## src/design/smcf_pkg.sv

```systemverilog
package smcf_pkg;

  localparam int unsigned WINDOW_MAX_DEF   = 9;
  localparam int unsigned ECHO_DIVISOR_DEF = 58;
  localparam int unsigned SERVO_CENTER_DEF = 1500;
  localparam int unsigned SERVO_STEP_DEF   = 10;

  localparam int unsigned ECHO_W   = 16;
  localparam int unsigned SERVO_W  = 16;
  localparam int unsigned ANGLE_W  = 8;
  localparam int unsigned DIST_W   = 10;
  localparam int unsigned TOL_W    = 4;
  localparam int unsigned FSIZE_W  = 4;
  localparam int unsigned CFG_IDX_W  = 2;
  localparam int unsigned CFG_DATA_W = 10;

  // reciprocal scaling for the constant dividers
  localparam int unsigned RECIP_SHIFT = 16;

  localparam logic [CFG_IDX_W-1:0] REG_MAX_DISTANCE = 2'd0;
  localparam logic [CFG_IDX_W-1:0] REG_TOLERANCE    = 2'd1;
  localparam logic [CFG_IDX_W-1:0] REG_FILTER_SIZE  = 2'd2;

  localparam logic [DIST_W-1:0]  MAX_DISTANCE_RST = 10'd400;
  localparam logic [TOL_W-1:0]   TOLERANCE_RST    = 4'd1;
  localparam logic [FSIZE_W-1:0] FILTER_SIZE_RST  = 4'd5;

  localparam logic [ANGLE_W-1:0] ANGLE_POS_SAT = 8'h7f;
  localparam logic [ANGLE_W-1:0] ANGLE_NEG_SAT = 8'h80;

  typedef struct packed {
    logic accept;
    logic mul1;
    logic mul2;
    logic fix;
    logic rank;
    logic out_load;
  } smcf_cmd_t;

  typedef struct packed {
    logic take_echo;
    logic fill_ok;
    logic rank_last;
    logic report;
    logic out_busy;
  } smcf_sts_t;

endpackage

```

## src/design/sonar_median_change_filter.sv

```systemverilog
// sonar median change filter
// input channel (in_valid/in_ready): in_op 0 carries an echo length and the
// servo compare value; in_op 1 clears the last reported vector. an echo of 0
// is accepted and dropped. each echo becomes a distance (echo / ECHO_DIVISOR,
// clamped to max_distance) and an angle ((compare - SERVO_CENTER) /
// SERVO_STEP, saturated to 8 bits) and goes into a ring of filter_size
// entries. once the ring is full the median entry is reported on the output
// channel (out_valid/out_ready) if its angle changed or its distance moved
// by more than tolerance.
// each echo goes through accept, two multiply steps (MUL1, MUL2), one
// correction and ring write step, a rank walk over the filter_size entries
// at one candidate per cycle, and one check step. the next echo is taken
// only once the controller is back in idle; an echo that does not yet fill
// the ring returns to idle after the ring write. clear and empty
// transactions are handled in the accept step alone.
// the output is registered; a finished result waits there while the next
// transaction is taken, and a new result stalls in the check cycle until the
// register is free. the user must write configuration (cfg_we, cfg_index,
// cfg_wdata) only while idle; the block itself does not enforce this. reset
// restores the register defaults and empties the ring.
module sonar_median_change_filter
  import smcf_pkg::*;
#(
  parameter int unsigned WINDOW_MAX   = WINDOW_MAX_DEF,
  parameter int unsigned ECHO_DIVISOR = ECHO_DIVISOR_DEF,
  parameter int unsigned SERVO_CENTER = SERVO_CENTER_DEF,
  parameter int unsigned SERVO_STEP   = SERVO_STEP_DEF
) (
  input  logic                  clk,
  input  logic                  rst_n,
  input  logic                  cfg_we,
  input  logic [CFG_IDX_W-1:0]  cfg_index,
  input  logic [CFG_DATA_W-1:0] cfg_wdata,
  input  logic                  in_valid,
  output logic                  in_ready,
  input  logic                  in_op,
  input  logic [ECHO_W-1:0]     in_echo_usec,
  input  logic [SERVO_W-1:0]    in_servo_compare,
  output logic                  out_valid,
  input  logic                  out_ready,
  output logic [ANGLE_W-1:0]    out_servo_angle,
  output logic [DIST_W-1:0]     out_distance_cm
);

  smcf_cmd_t cmd;
  smcf_sts_t sts;

  smcf_ctrl u_ctrl (
    .clk      (clk),
    .rst_n    (rst_n),
    .in_valid (in_valid),
    .in_ready (in_ready),
    .sts      (sts),
    .cmd      (cmd)
  );

  smcf_dp #(
    .WINDOW_MAX   (WINDOW_MAX),
    .ECHO_DIVISOR (ECHO_DIVISOR),
    .SERVO_CENTER (SERVO_CENTER),
    .SERVO_STEP   (SERVO_STEP)
  ) u_dp (
    .clk              (clk),
    .rst_n            (rst_n),
    .cfg_we           (cfg_we),
    .cfg_index        (cfg_index),
    .cfg_wdata        (cfg_wdata),
    .in_op            (in_op),
    .in_echo_usec     (in_echo_usec),
    .in_servo_compare (in_servo_compare),
    .out_valid        (out_valid),
    .out_ready        (out_ready),
    .out_servo_angle  (out_servo_angle),
    .out_distance_cm  (out_distance_cm),
    .cmd              (cmd),
    .sts              (sts)
  );

endmodule

```

## src/design/smcf_ctrl.sv

```systemverilog
module smcf_ctrl
  import smcf_pkg::*;
(
  input  logic      clk,
  input  logic      rst_n,
  input  logic      in_valid,
  output logic      in_ready,
  input  smcf_sts_t sts,
  output smcf_cmd_t cmd
);

  localparam logic [2:0] ST_IDLE  = 3'd0;
  localparam logic [2:0] ST_MUL1  = 3'd1;
  localparam logic [2:0] ST_MUL2  = 3'd2;
  localparam logic [2:0] ST_FIX   = 3'd3;
  localparam logic [2:0] ST_RANK  = 3'd4;
  localparam logic [2:0] ST_CHECK = 3'd5;

  logic [2:0] state_r;
  logic [2:0] state_nxt;

  assign in_ready = (state_r == ST_IDLE);

  always_comb begin
    state_nxt = state_r;
    cmd       = '0;
    unique case (state_r)
      ST_IDLE: begin
        if (in_valid) begin
          cmd.accept = 1'b1;
          if (sts.take_echo) state_nxt = ST_MUL1;
        end
      end
      ST_MUL1: begin
        cmd.mul1  = 1'b1;
        state_nxt = ST_MUL2;
      end
      ST_MUL2: begin
        cmd.mul2  = 1'b1;
        state_nxt = ST_FIX;
      end
      ST_FIX: begin
        cmd.fix   = 1'b1;
        state_nxt = sts.fill_ok ? ST_RANK : ST_IDLE;
      end
      ST_RANK: begin
        cmd.rank = 1'b1;
        if (sts.rank_last) state_nxt = ST_CHECK;
      end
      ST_CHECK: begin
        if (!sts.report) begin
          state_nxt = ST_IDLE;
        end else if (!sts.out_busy) begin
          cmd.out_load = 1'b1;
          state_nxt    = ST_IDLE;
        end
      end
      default: state_nxt = ST_IDLE;
    endcase
  end

  always_ff @(posedge clk) begin
    if (!rst_n) begin
      state_r <= ST_IDLE;
    end else begin
      state_r <= state_nxt;
    end
  end

endmodule

```

## src/design/smcf_dp.sv

```systemverilog
module smcf_dp
  import smcf_pkg::*;
#(
  parameter int unsigned WINDOW_MAX   = WINDOW_MAX_DEF,
  parameter int unsigned ECHO_DIVISOR = ECHO_DIVISOR_DEF,
  parameter int unsigned SERVO_CENTER = SERVO_CENTER_DEF,
  parameter int unsigned SERVO_STEP   = SERVO_STEP_DEF
) (
  input  logic                  clk,
  input  logic                  rst_n,
  input  logic                  cfg_we,
  input  logic [CFG_IDX_W-1:0]  cfg_index,
  input  logic [CFG_DATA_W-1:0] cfg_wdata,
  input  logic                  in_op,
  input  logic [ECHO_W-1:0]     in_echo_usec,
  input  logic [SERVO_W-1:0]    in_servo_compare,
  output logic                  out_valid,
  input  logic                  out_ready,
  output logic [ANGLE_W-1:0]    out_servo_angle,
  output logic [DIST_W-1:0]     out_distance_cm,
  input  smcf_cmd_t             cmd,
  output smcf_sts_t             sts
);

  localparam int unsigned IDX_W = (WINDOW_MAX > 1) ? $clog2(WINDOW_MAX) : 1;
  localparam int unsigned CNT_W = $clog2(WINDOW_MAX + 1);
  localparam int unsigned REC_E = (1 << RECIP_SHIFT) / ECHO_DIVISOR;
  localparam int unsigned REC_A = (1 << RECIP_SHIFT) / SERVO_STEP;
  localparam int unsigned PROD_W = ECHO_W + RECIP_SHIFT + 1;
  localparam int unsigned QD_W   = 24;
  localparam int unsigned QA_W   = 26;
  localparam int unsigned DIFF_W = SERVO_W + 2;

  localparam logic [CNT_W-1:0]   WIN_MAX_C = CNT_W'(WINDOW_MAX);
  localparam logic [FSIZE_W-1:0] FS_RST    =
    (WINDOW_MAX < 5) ? FSIZE_W'(WINDOW_MAX) : FILTER_SIZE_RST;

  // configuration
  logic [DIST_W-1:0]  max_dist_r;
  logic [TOL_W-1:0]   tol_r;
  logic [FSIZE_W-1:0] fsize_r;
  logic [FSIZE_W-1:0] fsize_wr;
  logic [CNT_W-1:0]   fs_c;

  // captured transaction
  logic [ECHO_W-1:0]  echo_r;
  logic [SERVO_W-1:0] mag_r;
  logic               neg_r;
  logic [DIFF_W-1:0]  sdiff;
  logic [DIFF_W-1:0]  smag;

  // divider stages
  logic [PROD_W-1:0]  prod_e;
  logic [PROD_W-1:0]  prod_a;
  logic [ECHO_W-1:0]  qe_est_r;
  logic [SERVO_W-1:0] qa_est_r;
  logic [QD_W-1:0]    qd_r;
  logic [QA_W-1:0]    qas_r;
  logic [QD_W-1:0]    rem_e;
  logic [QA_W-1:0]    rem_a;
  logic [ECHO_W:0]    qe;
  logic [SERVO_W:0]   qa;
  logic [DIST_W-1:0]  new_dist;
  logic [ANGLE_W-1:0] new_angle;

  // window
  logic [ANGLE_W-1:0] win_a_r [WINDOW_MAX];
  logic [DIST_W-1:0]  win_d_r [WINDOW_MAX];
  logic [IDX_W-1:0]   wp_r;
  logic [CNT_W-1:0]   fill_r;
  logic [IDX_W-1:0]   pos;
  logic [CNT_W-1:0]   pos_inc;
  logic [CNT_W-1:0]   fill_inc;

  // rank walk
  logic [IDX_W-1:0]   i_r;
  logic [DIST_W-1:0]  cand;
  logic [CNT_W-1:0]   rank;
  logic [ANGLE_W-1:0] sel_a_r;
  logic [DIST_W-1:0]  sel_d_r;

  // last report and output
  logic [ANGLE_W-1:0] last_a_r;
  logic [DIST_W-1:0]  last_d_r;
  logic [DIST_W-1:0]  dist_gap;
  logic               out_valid_r;
  logic [ANGLE_W-1:0] out_a_r;
  logic [DIST_W-1:0]  out_d_r;

  assign fs_c = fsize_r[CNT_W-1:0];

  always_comb begin
    if (cfg_wdata[FSIZE_W-1:0] == '0) begin
      fsize_wr = FSIZE_W'(1);
    end else if (cfg_wdata[FSIZE_W-1:0] > FSIZE_W'(WINDOW_MAX)) begin
      fsize_wr = FSIZE_W'(WINDOW_MAX);
    end else begin
      fsize_wr = cfg_wdata[FSIZE_W-1:0];
    end
  end

  always_ff @(posedge clk) begin
    if (!rst_n) begin
      max_dist_r <= MAX_DISTANCE_RST;
      tol_r      <= TOLERANCE_RST;
      fsize_r    <= FS_RST;
    end else if (cfg_we) begin
      unique case (cfg_index)
        REG_MAX_DISTANCE: max_dist_r <= cfg_wdata[DIST_W-1:0];
        REG_TOLERANCE:    tol_r      <= cfg_wdata[TOL_W-1:0];
        REG_FILTER_SIZE:  fsize_r    <= fsize_wr;
        default: ;
      endcase
    end
  end

  // servo offset magnitude and sign
  assign sdiff = DIFF_W'(in_servo_compare) - DIFF_W'(SERVO_CENTER);
  assign smag  = sdiff[DIFF_W-1] ? (DIFF_W'(0) - sdiff) : sdiff;

  assign sts.take_echo = !in_op && (in_echo_usec != '0);

  // reciprocal multiply, then one correction step
  assign prod_e = PROD_W'(echo_r) * PROD_W'(REC_E);
  assign prod_a = PROD_W'(mag_r) * PROD_W'(REC_A);
  assign rem_e  = QD_W'(echo_r) - qd_r;
  assign rem_a  = QA_W'(mag_r) - qas_r;
  assign qe     = (ECHO_W+1)'(qe_est_r) + (ECHO_W+1)'(rem_e >= QD_W'(ECHO_DIVISOR));
  assign qa     = (SERVO_W+1)'(qa_est_r) + (SERVO_W+1)'(rem_a >= QA_W'(SERVO_STEP));

  assign new_dist = (qe > (ECHO_W+1)'(max_dist_r)) ? max_dist_r : qe[DIST_W-1:0];

  always_comb begin
    if (neg_r) begin
      if (qa > (SERVO_W+1)'(ANGLE_NEG_SAT)) new_angle = ANGLE_NEG_SAT;
      else new_angle = ANGLE_W'((SERVO_W+1)'(0) - qa);
    end else begin
      if (qa > (SERVO_W+1)'(ANGLE_POS_SAT)) new_angle = ANGLE_POS_SAT;
      else new_angle = qa[ANGLE_W-1:0];
    end
  end

  // ring write position
  assign pos      = (CNT_W'(wp_r) >= fs_c) ? '0 : wp_r;
  assign pos_inc  = CNT_W'(pos) + CNT_W'(1);
  assign fill_inc = (fill_r == WIN_MAX_C) ? fill_r : fill_r + CNT_W'(1);
  assign sts.fill_ok = (fill_inc >= fs_c);

  // stable rank of the candidate entry
  assign cand = win_d_r[i_r];
  always_comb begin
    rank = '0;
    for (int j = 0; j < WINDOW_MAX; j++) begin
      if ((CNT_W'(j) < fs_c) &&
          ((win_d_r[j] < cand) || ((win_d_r[j] == cand) && (IDX_W'(j) < i_r)))) begin
        rank = rank + CNT_W'(1);
      end
    end
  end
  assign sts.rank_last = ((CNT_W'(i_r) + CNT_W'(1)) == fs_c);

  assign dist_gap   = (sel_d_r > last_d_r) ? (sel_d_r - last_d_r) : (last_d_r - sel_d_r);
  assign sts.report = (sel_a_r != last_a_r) || (dist_gap > DIST_W'(tol_r));
  assign sts.out_busy = out_valid_r && !out_ready;

  always_ff @(posedge clk) begin
    if (cmd.accept) begin
      echo_r <= in_echo_usec;
      mag_r  <= smag[SERVO_W-1:0];
      neg_r  <= sdiff[DIFF_W-1];
    end
    if (cmd.mul1) begin
      qe_est_r <= prod_e[RECIP_SHIFT +: ECHO_W];
      qa_est_r <= prod_a[RECIP_SHIFT +: SERVO_W];
    end
    if (cmd.mul2) begin
      qd_r  <= QD_W'(qe_est_r) * QD_W'(ECHO_DIVISOR);
      qas_r <= QA_W'(qa_est_r) * QA_W'(SERVO_STEP);
    end
    if (cmd.fix) begin
      win_a_r[pos] <= new_angle;
      win_d_r[pos] <= new_dist;
    end
    if (cmd.rank && (rank == (fs_c >> 1))) begin
      sel_a_r <= win_a_r[i_r];
      sel_d_r <= cand;
    end
    if (cmd.out_load) begin
      out_a_r <= sel_a_r;
      out_d_r <= sel_d_r;
    end
  end

  always_ff @(posedge clk) begin
    if (!rst_n) begin
      wp_r        <= '0;
      fill_r      <= '0;
      i_r         <= '0;
      last_a_r    <= '0;
      last_d_r    <= '0;
      out_valid_r <= 1'b0;
    end else begin
      if (cmd.fix) begin
        wp_r   <= (pos_inc >= fs_c) ? '0 : pos_inc[IDX_W-1:0];
        fill_r <= fill_inc;
        i_r    <= '0;
      end else if (cmd.rank) begin
        i_r <= i_r + IDX_W'(1);
      end
      if (cmd.accept && in_op) begin
        last_a_r <= '0;
        last_d_r <= '0;
      end else if (cmd.out_load) begin
        last_a_r <= sel_a_r;
        last_d_r <= sel_d_r;
      end
      if (cmd.out_load) begin
        out_valid_r <= 1'b1;
      end else if (out_ready) begin
        out_valid_r <= 1'b0;
      end
    end
  end

  assign out_valid       = out_valid_r;
  assign out_servo_angle = out_a_r;
  assign out_distance_cm = out_d_r;

`ifndef SYNTHESIS
  a_fill_bound: assert property (@(posedge clk) disable iff (!rst_n)
    fill_r <= WIN_MAX_C)
    else $error("fill count beyond window");

  a_rank_in_window: assert property (@(posedge clk) disable iff (!rst_n)
    cmd.rank |-> (CNT_W'(i_r) < fs_c))
    else $error("rank walk beyond window");

  a_load_free: assert property (@(posedge clk) disable iff (!rst_n)
    cmd.out_load |-> !(out_valid_r && !out_ready))
    else $error("output overwritten while stalled");

  a_last_tracks_out: assert property (@(posedge clk) disable iff (!rst_n)
    cmd.out_load |=> (last_a_r == out_a_r) && (last_d_r == out_d_r) && out_valid_r)
    else $error("last report differs from issued transaction");
`endif

endmodule
```

## config.mk

```make
export PLATFORM = sky130hd
export DESIGN_NAME = sonar_median_change_filter
export DESIGN_NICKNAME = d
export VERILOG_FILES = /design/src/design/smcf_pkg.sv /design/src/design/sonar_median_change_filter.sv /design/src/design/smcf_ctrl.sv /design/src/design/smcf_dp.sv
export SDC_FILE = /design/constraint.sdc
export NUM_CORES = 1
export LEC_CHECK = 0
export ABC_AREA = 1
export ABC_CLOCK_PERIOD_IN_PS = 21800
export BUFFER_PORTS_ARGS = -buffer_cell sky130_fd_sc_hd__buf_4
export CAP_MARGIN = 20
export CORE_AREA = 2 2 259 261
export CTS_CLUSTER_SIZE = 8
export DETAILED_ROUTE_END_ITERATION = 16
export DIE_AREA = 0 0 261 263
export MAX_ROUTING_LAYER = met4
export SYNTH_ARGS = -nofsm -noshare
export SYNTH_HDL_FRONTEND = slang
export SYNTH_HIERARCHICAL = 1
export SYNTH_SLANG_ARGS = --single-unit
export TNS_END_PERCENT = 30
```

## constraint.sdc

```tcl
create_clock -name clk -period 21.8 [get_ports clk]
set_input_delay 1.09 -clock clk [delete_from_list [all_inputs] [get_ports clk]]
set_output_delay 1.09 -clock clk [all_outputs]
set_load 0.01 [all_outputs]
```

==> results.env, run 1 <==
YS_TYPES=54
AVG_VIAS_PER_CELL=5.36
DESIGN.CORE.AREA_UM2=65600
TOP_LEVEL_PORTS=70
YOSYS_REGISTER_BITS=413
FINAL_NETS=3739
FINALCOREUTILIZATION_PCT=50.1
NFILLCELLS=6004
CP_COMMON_CELL='nand2_1'
MAPPEDNETLISTAREA_UM2=29500
ROUTED-VIA-COUNT=21700
PLACEMENTROWS=94
FINAL-SETUP-VIOL-COUNT=0
POST_CTS_RESIZE_COUNT=0
SETUP_TOTAL_NEGATIVE_SLACK_NS=0
CTSHTREEMAXLEVEL=2
GRT_OVERFLOW=0
CRIT_PATH_TOP_DELAY_CELL='inv_1'
DETAILEDPLACE.WORSTSLACK_NS=12.57
GRT_FIRST_PASS_WIRELENGTH_MM=118
IO_BUFFER_COUNT=69
CLOCK_POWER_SHARE_PCT=20.6
DRTPASS1ITERATIONS=7
REGTOREGSETUPSLACK_NS=12.50
MAX-CLOCK-PATH-BUFFERS=3
INITIAL_CORE_UTILIZATION_PCT=44.9
HOLD_PATH.STARTPOINT='u_dp/last_d_r[9]$_SDFFE_PP0P_'
IR_DROP_uV=132
CAP_VIOL_MAX_COUNT=0
NUM_ANTENNA_CELLS=0
DIE_WIDTH_UM=261
RSZ0062_AT_GRT='no'
INSERTION_DELAY_NS=0.61
P_PER_AREA_nW_PER_UM2=125
GP_ROUTABILITY_CONGESTION=0.954
NUMBER_OF_ENABLE_TYPE_REGISTER_CELLS_IN_THE_SYNTHESIZED_NETLIST=357
CRITICAL-PATH-MAX-STAGE-DELAY_NS=0.86
DIE_AREA_UM2=68600
GRT_START_MAX_NET_PINS=81
DRT.ANTENNA.VIOLATING_NETS=0
MAX_FREQ_GHz=0.107
INTPOWER_uW=2450
FRACTION_OF_POWER_SPENT_SWITCHING_NETS_PCT=40.5
WORST_SLEW_MARGIN_REL_PCT=25.5
GRT_UTIL_ALL_LAYERS_PCT=22.8
POWER.SHARE.COMBINATIONAL_PCT=51.6
DIE_H_UM=263
SYN_TO_FINAL_GROWTH_PCT=11.6
DRIVE_ABOVE_1_SHARE_PCT=7.01
FINAL_CELL_AREA_UM2=32900
CTS_ROOT_BUF='clkbuf_16'
SYNTHESIS.NETS=3635
CRIT_ARRIVAL_NS=9.59
P_SEQ_SHARE_PCT=27.7
TOTAL_SWITCHING_POWER_uW=1660
FINAL_CELL_MIX='inv_1, ha_1, nand2_1'
CRITICAL_PATH_LAUNCH_POINT_TYPE='flop'
LAYOUT_MIN_CYCLE_TIME_NS=9.30
CLOCK_SINKS=413
SYNTH_AREA_PER_CELL_UM2=9.74
SYN_INST=3028
PLACED_CELL_AREA_UM2=31100
GRT_PASS1_VIAS=21800
MIN_PATH_TYPE='reg2reg'
CELLLEAKAGEPOWER_uW=0.0147
POSTLAYOUTSETUPSLACKWORST_NS=12.50
CRITICAL_PATH_REQUIRED_NS=22.09
CLK_PIN_SLEW_WORST_PATHS_NS=0.05
HOLD_WS_NS=0.463
DRV_SLEW=0
WORST_SETUP_EP_TYPE='flop'
REMAINING_DRC_ERRORS=0
LAYOUT_COMMONEST_CELL='inv_1'
FIN_CRIT_SH_PCT=42.7
INITIAL_ANTENNA_VIOLATION_COUNT=2
DOMINANTREGCELLSYNTH='edfxtp_1'
DRT_WL_TOTAL_MM=74.9
CTS_TREE='yes'
WORSTPATHMAXFANOUT=41
POST-DP-HPWL_MM=56.5
POSTSYNTH.ASYNCRESETSHARE_PCT=0
POST-CTS-SETUP-BUFFER-COUNT=0
HOLD_VIOL_FINAL=0
OUTCOME='completed'
DRTITER0DRC=1532
CRITICAL_PATH_CLASS='reg2reg'
YOSYSWARNINGS=6
ROUTE.DETAILED.WL_PER_INST_UM=18.5
CTS_INSERTED_BUFFERS=58
WORST_SLEW_PIN_TRAN_NS=1.12
HOLDBUFCOUNTCTS=0
SETUP_SKEW_AFTER_LAYOUT_NS=0.0204
SEQ_AREA_FRAC_SYNTH_PCT=40.2
==> power groups by stage <==
stage	clock [uW]	combinational, uW	sequential [uW]
after floorplan	0	1650	1130
after global placement	0	2060	1160
after detailed placement	0	2120	1160
after CTS	869	2140	1140
after global routing	902	2470	1150
final	848	2120	1140
==> kinds of logic after synthesis <==
logic type	synth area share, %
flops	40.2
fa+ha+maj	26.5
buf+inv	6.87
xor+xnor	3.42
simple gates	12.4
compound gates	10.7
==> routing by layer <==
metal / track usage (%) / routed length, um
met4: 7.54 / 2600
met3: 4.27 / 4160
met1: 29.5 / 33900
met2: 35.9 / 34300
met5: - / 0
==> metrics by stage <==
stage	power, uW	cells
2_1_floorplan	2780	3028
3_3_place_gp	3220	3928
5_1_grt	4520	4044
6_report	4110	4044
4_1_cts	4150	4037
3_5_place_dp	3270	3929
==> worst max-delay path, delay by kind of cell, from the launching register on <==
family / cells / cell delay, ns
AO/OA/AOI/OAI: 10 / 1.77
flip-flops: 1 / 0.29
adder cells (fa/ha/maj): 8 / 2.14
AND/OR/NAND/NOR: 18 / 2.68
buffers and inverters: 10 / 2.06
==> synth_stat cells (6+ instances only) <==
cell type	count	area, um^2
o2111ai_1	6	52.6
o21bai_1	8	60.1
o22ai_1	27	169
o21a_1	7	52.6
or2_2	9	56.3
nand2_1	396	1490
inv_1	469	1760
nand4_1	21	131
nand3_1	113	566
o221ai_1	31	272
o21ai_0	215	1080
a211oi_1	7	52.6
a21boi_0	6	45.0
nor4_1	13	81.3
a31oi_1	7	43.8
nor3_1	24	120
nand2_2	14	87.6
xor2_1	85	744
a22oi_1	7	52.6
nor2_1	246	923
xnor2_1	30	263
a21oi_1	184	921
ha_1	445	5570
clkbuf_1	49	184
edfxtp_1	357	10700
o211ai_1	25	188
fa_1	112	2240
dfxtp_1	56	1120
==> sequential cells by signal, summed over array words and instances, names as in the netlist, 8 cells and up, named ones only <==
name,count
u_dp/echo_r,16
u_dp/last_a_r,8
u_dp/last_d_r,10
u_dp/mag_r,16
u_dp/max_dist_r,10
u_dp/out_distance_cm,10
u_dp/out_servo_angle,8
u_dp/qa_est_r,13
u_dp/qas_r,16
u_dp/qd_r,16
u_dp/qe_est_r,11
u_dp/sel_a_r,8
u_dp/sel_d_r,10
u_dp/win_a_r,72
u_dp/win_d_r,160
==> layout make-up <==
cell class / count / area (um^2) / area share, %
multi-input combinational: 2081 / 15700 / 47.7
inverter: 480 / 1800 / 5.48
timing repair buffer: 98 / 767 / 2.33
clock inverter: 1 / 8.76 / 0.0266
sequential: 413 / 11800 / 36.0
tap: 864 / 1080 / 3.28
clock buffer: 107 / 1700 / 5.16
==> worst paths after layout <==
kind	to	cells past startpoint
setup / recovery	u_dp/sel_d_r[7]$_DFFE_PP_	46
hold / removal	u_dp/last_d_r[9]$_SDFFE_PP0P_	2
setup reg to reg	u_dp/sel_d_r[7]$_DFFE_PP_	46
hold reg to reg	u_dp/last_d_r[9]$_SDFFE_PP0P_	2
Power figures use the tool's default switching activity.
==> inputs of run 2 (changes only) <==
--- a/config.mk
+++ b/config.mk
@@ -6,7 +6,7 @@
 export NUM_CORES = 1
 export LEC_CHECK = 0
 export ABC_AREA = 1
-export ABC_CLOCK_PERIOD_IN_PS = 21800
+export ABC_CLOCK_PERIOD_IN_PS = 9400
 export BUFFER_PORTS_ARGS = -buffer_cell sky130_fd_sc_hd__buf_4
 export CAP_MARGIN = 20
 export CORE_AREA = 2 2 259 261
==> constraint.sdc (replaced) <==
create_clock -name clk -period 9.4 [get_ports clk]
set_input_delay 0.47 -clock clk [delete_from_list [all_inputs] [get_ports clk]]
set_output_delay 0.47 -clock clk [all_outputs]
set_load 0.01 [all_outputs]
==> run 2 against run 1 <==
Compared with the run above: first-iteration DRC count fell by 17%; via count fell by 0.52%; non-clock buffer count rose by 8; power rose by 130%; setup slack got worse by 12 ns; routed wire length rose by 1.4%; combinational power rose by 130%; critical path type unchanged; largest power group unchanged; highest routed layer unchanged.
==> results.env, run 2 (synthesis gave the netlist of run 1 again) <==
GRT_START_MAX_NET_PINS=81
PATH_DELAY_FAMILY='adder cells'
GRT_FIRST_PASS_WIRELENGTH_MM=121
FINAL_CELL_MIX='inv_1, ha_1, nand2_1'
CELLLEAKAGEPOWER_uW=0.0147
GRT_PASS1_VIAS=22200
WORSTREGTOREGCELLS=44
DRT_WL_TOTAL_MM=75.9
INSERTION_DELAY_NS=0.61
DRV_SLEW=0
GRT_OVERFLOW=0
FINAL_NETS=3747
WORSTHOLDENDPOINT='u_dp/echo_r[1]$_DFFE_PP_'
P_TOTAL_uW=9580
DRIVE_ABOVE_1_SHARE_PCT=7.18
FIN_CRIT_SH_PCT=89.7
CRITICAL_PATH_CLASS='reg2reg'
CRIT_PATH_TOP_DELAY_CELL='clkinv_1'
GRT_UTIL_ALL_LAYERS_PCT=23.2
POWER.SHARE.COMBINATIONAL_PCT=51.9
MAX-CLOCK-PATH-BUFFERS=3
TOP_LEVEL_PORTS=70
GP_ROUTABILITY_CONGESTION=0.925
CLOCK_POWER_SHARE_PCT=20.5
ROUTE.DETAILED.WL_PER_INST_UM=18.7
NUMBER_OF_FLIP_FLOPS_UNDER_THE_LARGEST_REGISTER_NAME=160
INTPOWER_uW=5690
REMAINING_DRC_ERRORS=0
DIE_H_UM=263
POST-DP-HPWL_MM=57.5
INITIAL_CORE_UTILIZATION_PCT=44.9
TOTAL_SWITCHING_POWER_uW=3890
DRTITER0DRC=1267
TOP_REGISTER='u_dp/win_d_r'
CTS_ROOT_BUF='clkbuf_16'
HOLD_VIOL_FINAL=0
IR_DROP_uV=278
ROUTED-VIA-COUNT=21600
CP_COMMON_CELL='nand2_1'
LAYOUT_COMMONEST_CELL='inv_1'
IO_BUFFER_COUNT=69
CRITICAL_PATH_REQUIRED_NS=9.66
DIE_WIDTH_UM=261
FINAL-SETUP-VIOL-COUNT=0
CLK_PIN_SLEW_WORST_PATHS_NS=0.05
DESIGN.CORE.AREA_UM2=65600
HOLD_PATH.STARTPOINT='in_echo_usec[1]'
HOLDBUFCOUNTCTS=0
MIN_DELAY_PATH_DEPTH=1
LAYOUT_MIN_CYCLE_TIME_NS=8.44
CLOCK_SINKS=413
WORST_SLEW_PIN_TRAN_NS=1.10
RSZ0062_AT_GRT='no'
MIN_PATH_TYPE='in2reg'
SYN_TO_FINAL_GROWTH_PCT=11.9
DIE_AREA_UM2=68600
CRIT_ARRIVAL_NS=8.69
MAX_FREQ_GHz=0.119
DRT.ANTENNA.VIOLATING_NETS=0
PLACEMENTROWS=94
DETAILEDPLACE.WORSTSLACK_NS=1.04
CAP_VIOL_MAX_COUNT=0
P_PER_AREA_nW_PER_UM2=290
LAYOUT_TOP_REGISTERS='u_dp/win_d_r (160), u_dp/win_a_r (72)'
CRITICAL_PATH_BUF_INV_COUNT=9
R2R_END='u_dp/sel_d_r[9]$_DFFE_PP_'
DRTPASS1ITERATIONS=5
FRACTION_OF_POWER_SPENT_SWITCHING_NETS_PCT=40.6
CTS_TREE='yes'
SETUP_TOTAL_NEGATIVE_SLACK_NS=0
OUTCOME='completed'
P_SEQ_SHARE_PCT=27.5
POSTLAYOUTSETUPSLACKWORST_NS=0.965
AVG_VIAS_PER_CELL=5.32
SETUP_SKEW_AFTER_LAYOUT_NS=0.0260
CTSHTREEMAXLEVEL=2
CRITICAL_PATH_LAUNCH_POINT_TYPE='flop'
WORST_SETUP_EP_TYPE='flop'
CTS_INSERTED_BUFFERS=58
REGTOREGSETUPSLACK_NS=0.96
WORST_SLEW_MARGIN_REL_PCT=26.5
WORSTPATHMAXFANOUT=64
POST_CTS_RESIZE_COUNT=0
INITIAL_ANTENNA_VIOLATION_COUNT=1
POST-CTS-SETUP-BUFFER-COUNT=0
CRITICAL-PATH-MAX-STAGE-DELAY_NS=0.33
run 2: cell types whose count changed in the layout (fill, tap and decap cells not counted), moves of 2 or more:
cell,change
clkbuf_16,+2
clkbuf_2,-2
buf_4,+7
diode_2,+2
clkbuf_8,-3
run 2: how the worst max path moves through the flow:
stage	startpoint	end	slack [ns]	depth (start not counted)
floorplan	flop	u_dp/sel_a_r[0]$_DFFE_PP_	1.59	44
global placement	flop	u_dp/sel_d_r[4]$_DFFE_PP_	1.32	45
detailed placement	flop	u_dp/sel_d_r[5]$_DFFE_PP_	1.04	44
CTS	flop	u_dp/sel_d_r[9]$_DFFE_PP_	1.04	44
global route	flop	u_dp/sel_d_r[9]$_DFFE_PP_	0.24	46
finish	flop	u_dp/sel_d_r[9]$_DFFE_PP_	0.96	44
run 2: power by group through the flow:
stage	Clock, uW	Combinational [uW]	Sequential, uW
2_1_floorplan	0	3840	2610
3_3_place_gp	0	4840	2680
3_5_place_dp	0	4990	2680
4_1_cts	2010	5040	2640
5_1_grt	2090	5830	2660
6_report	1970	4980	2640
run 2: final cells by class:
class,instances,area [um^2]
diodes,2,5.00
well taps,864,1080
repair buffers,106,860
multi-input cells,2081,15700
clock inverters,1,7.51
fillers,6051,32600
inverters,480,1800
flip-flops and latches,413,11800
clock buffers,107,1710
run 2: routing by layer:
layer  vias to the layer above  global-route usage, %  part of all wire, %
met5                         -                      -                    0
li1                      10600                      -                    -
met3                        98                   2.62                  4.2
met4                         0                   5.65                  2.0
met1                     10400                   31.0                   46
met2                       475                   37.9                   47
run 2: metrics by stage:
| step | cells | instance area [um^2] | hold WS, ns | utilization, % |
|---|---|---|---|---|
| detailed placement | 3938 | 31200 | 0.454 | 47.6 |
| CTS | 4046 | 33000 | 0.0239 | 50.2 |
| global placement | 3934 | 31200 | 0.448 | 47.5 |
| floorplan | 3028 | 29500 | 0.435 | - |
| finish | 4054 | 33000 | 0.0628 | 50.3 |
| global route | 4053 | 33000 | 0.0358 | 50.3 |
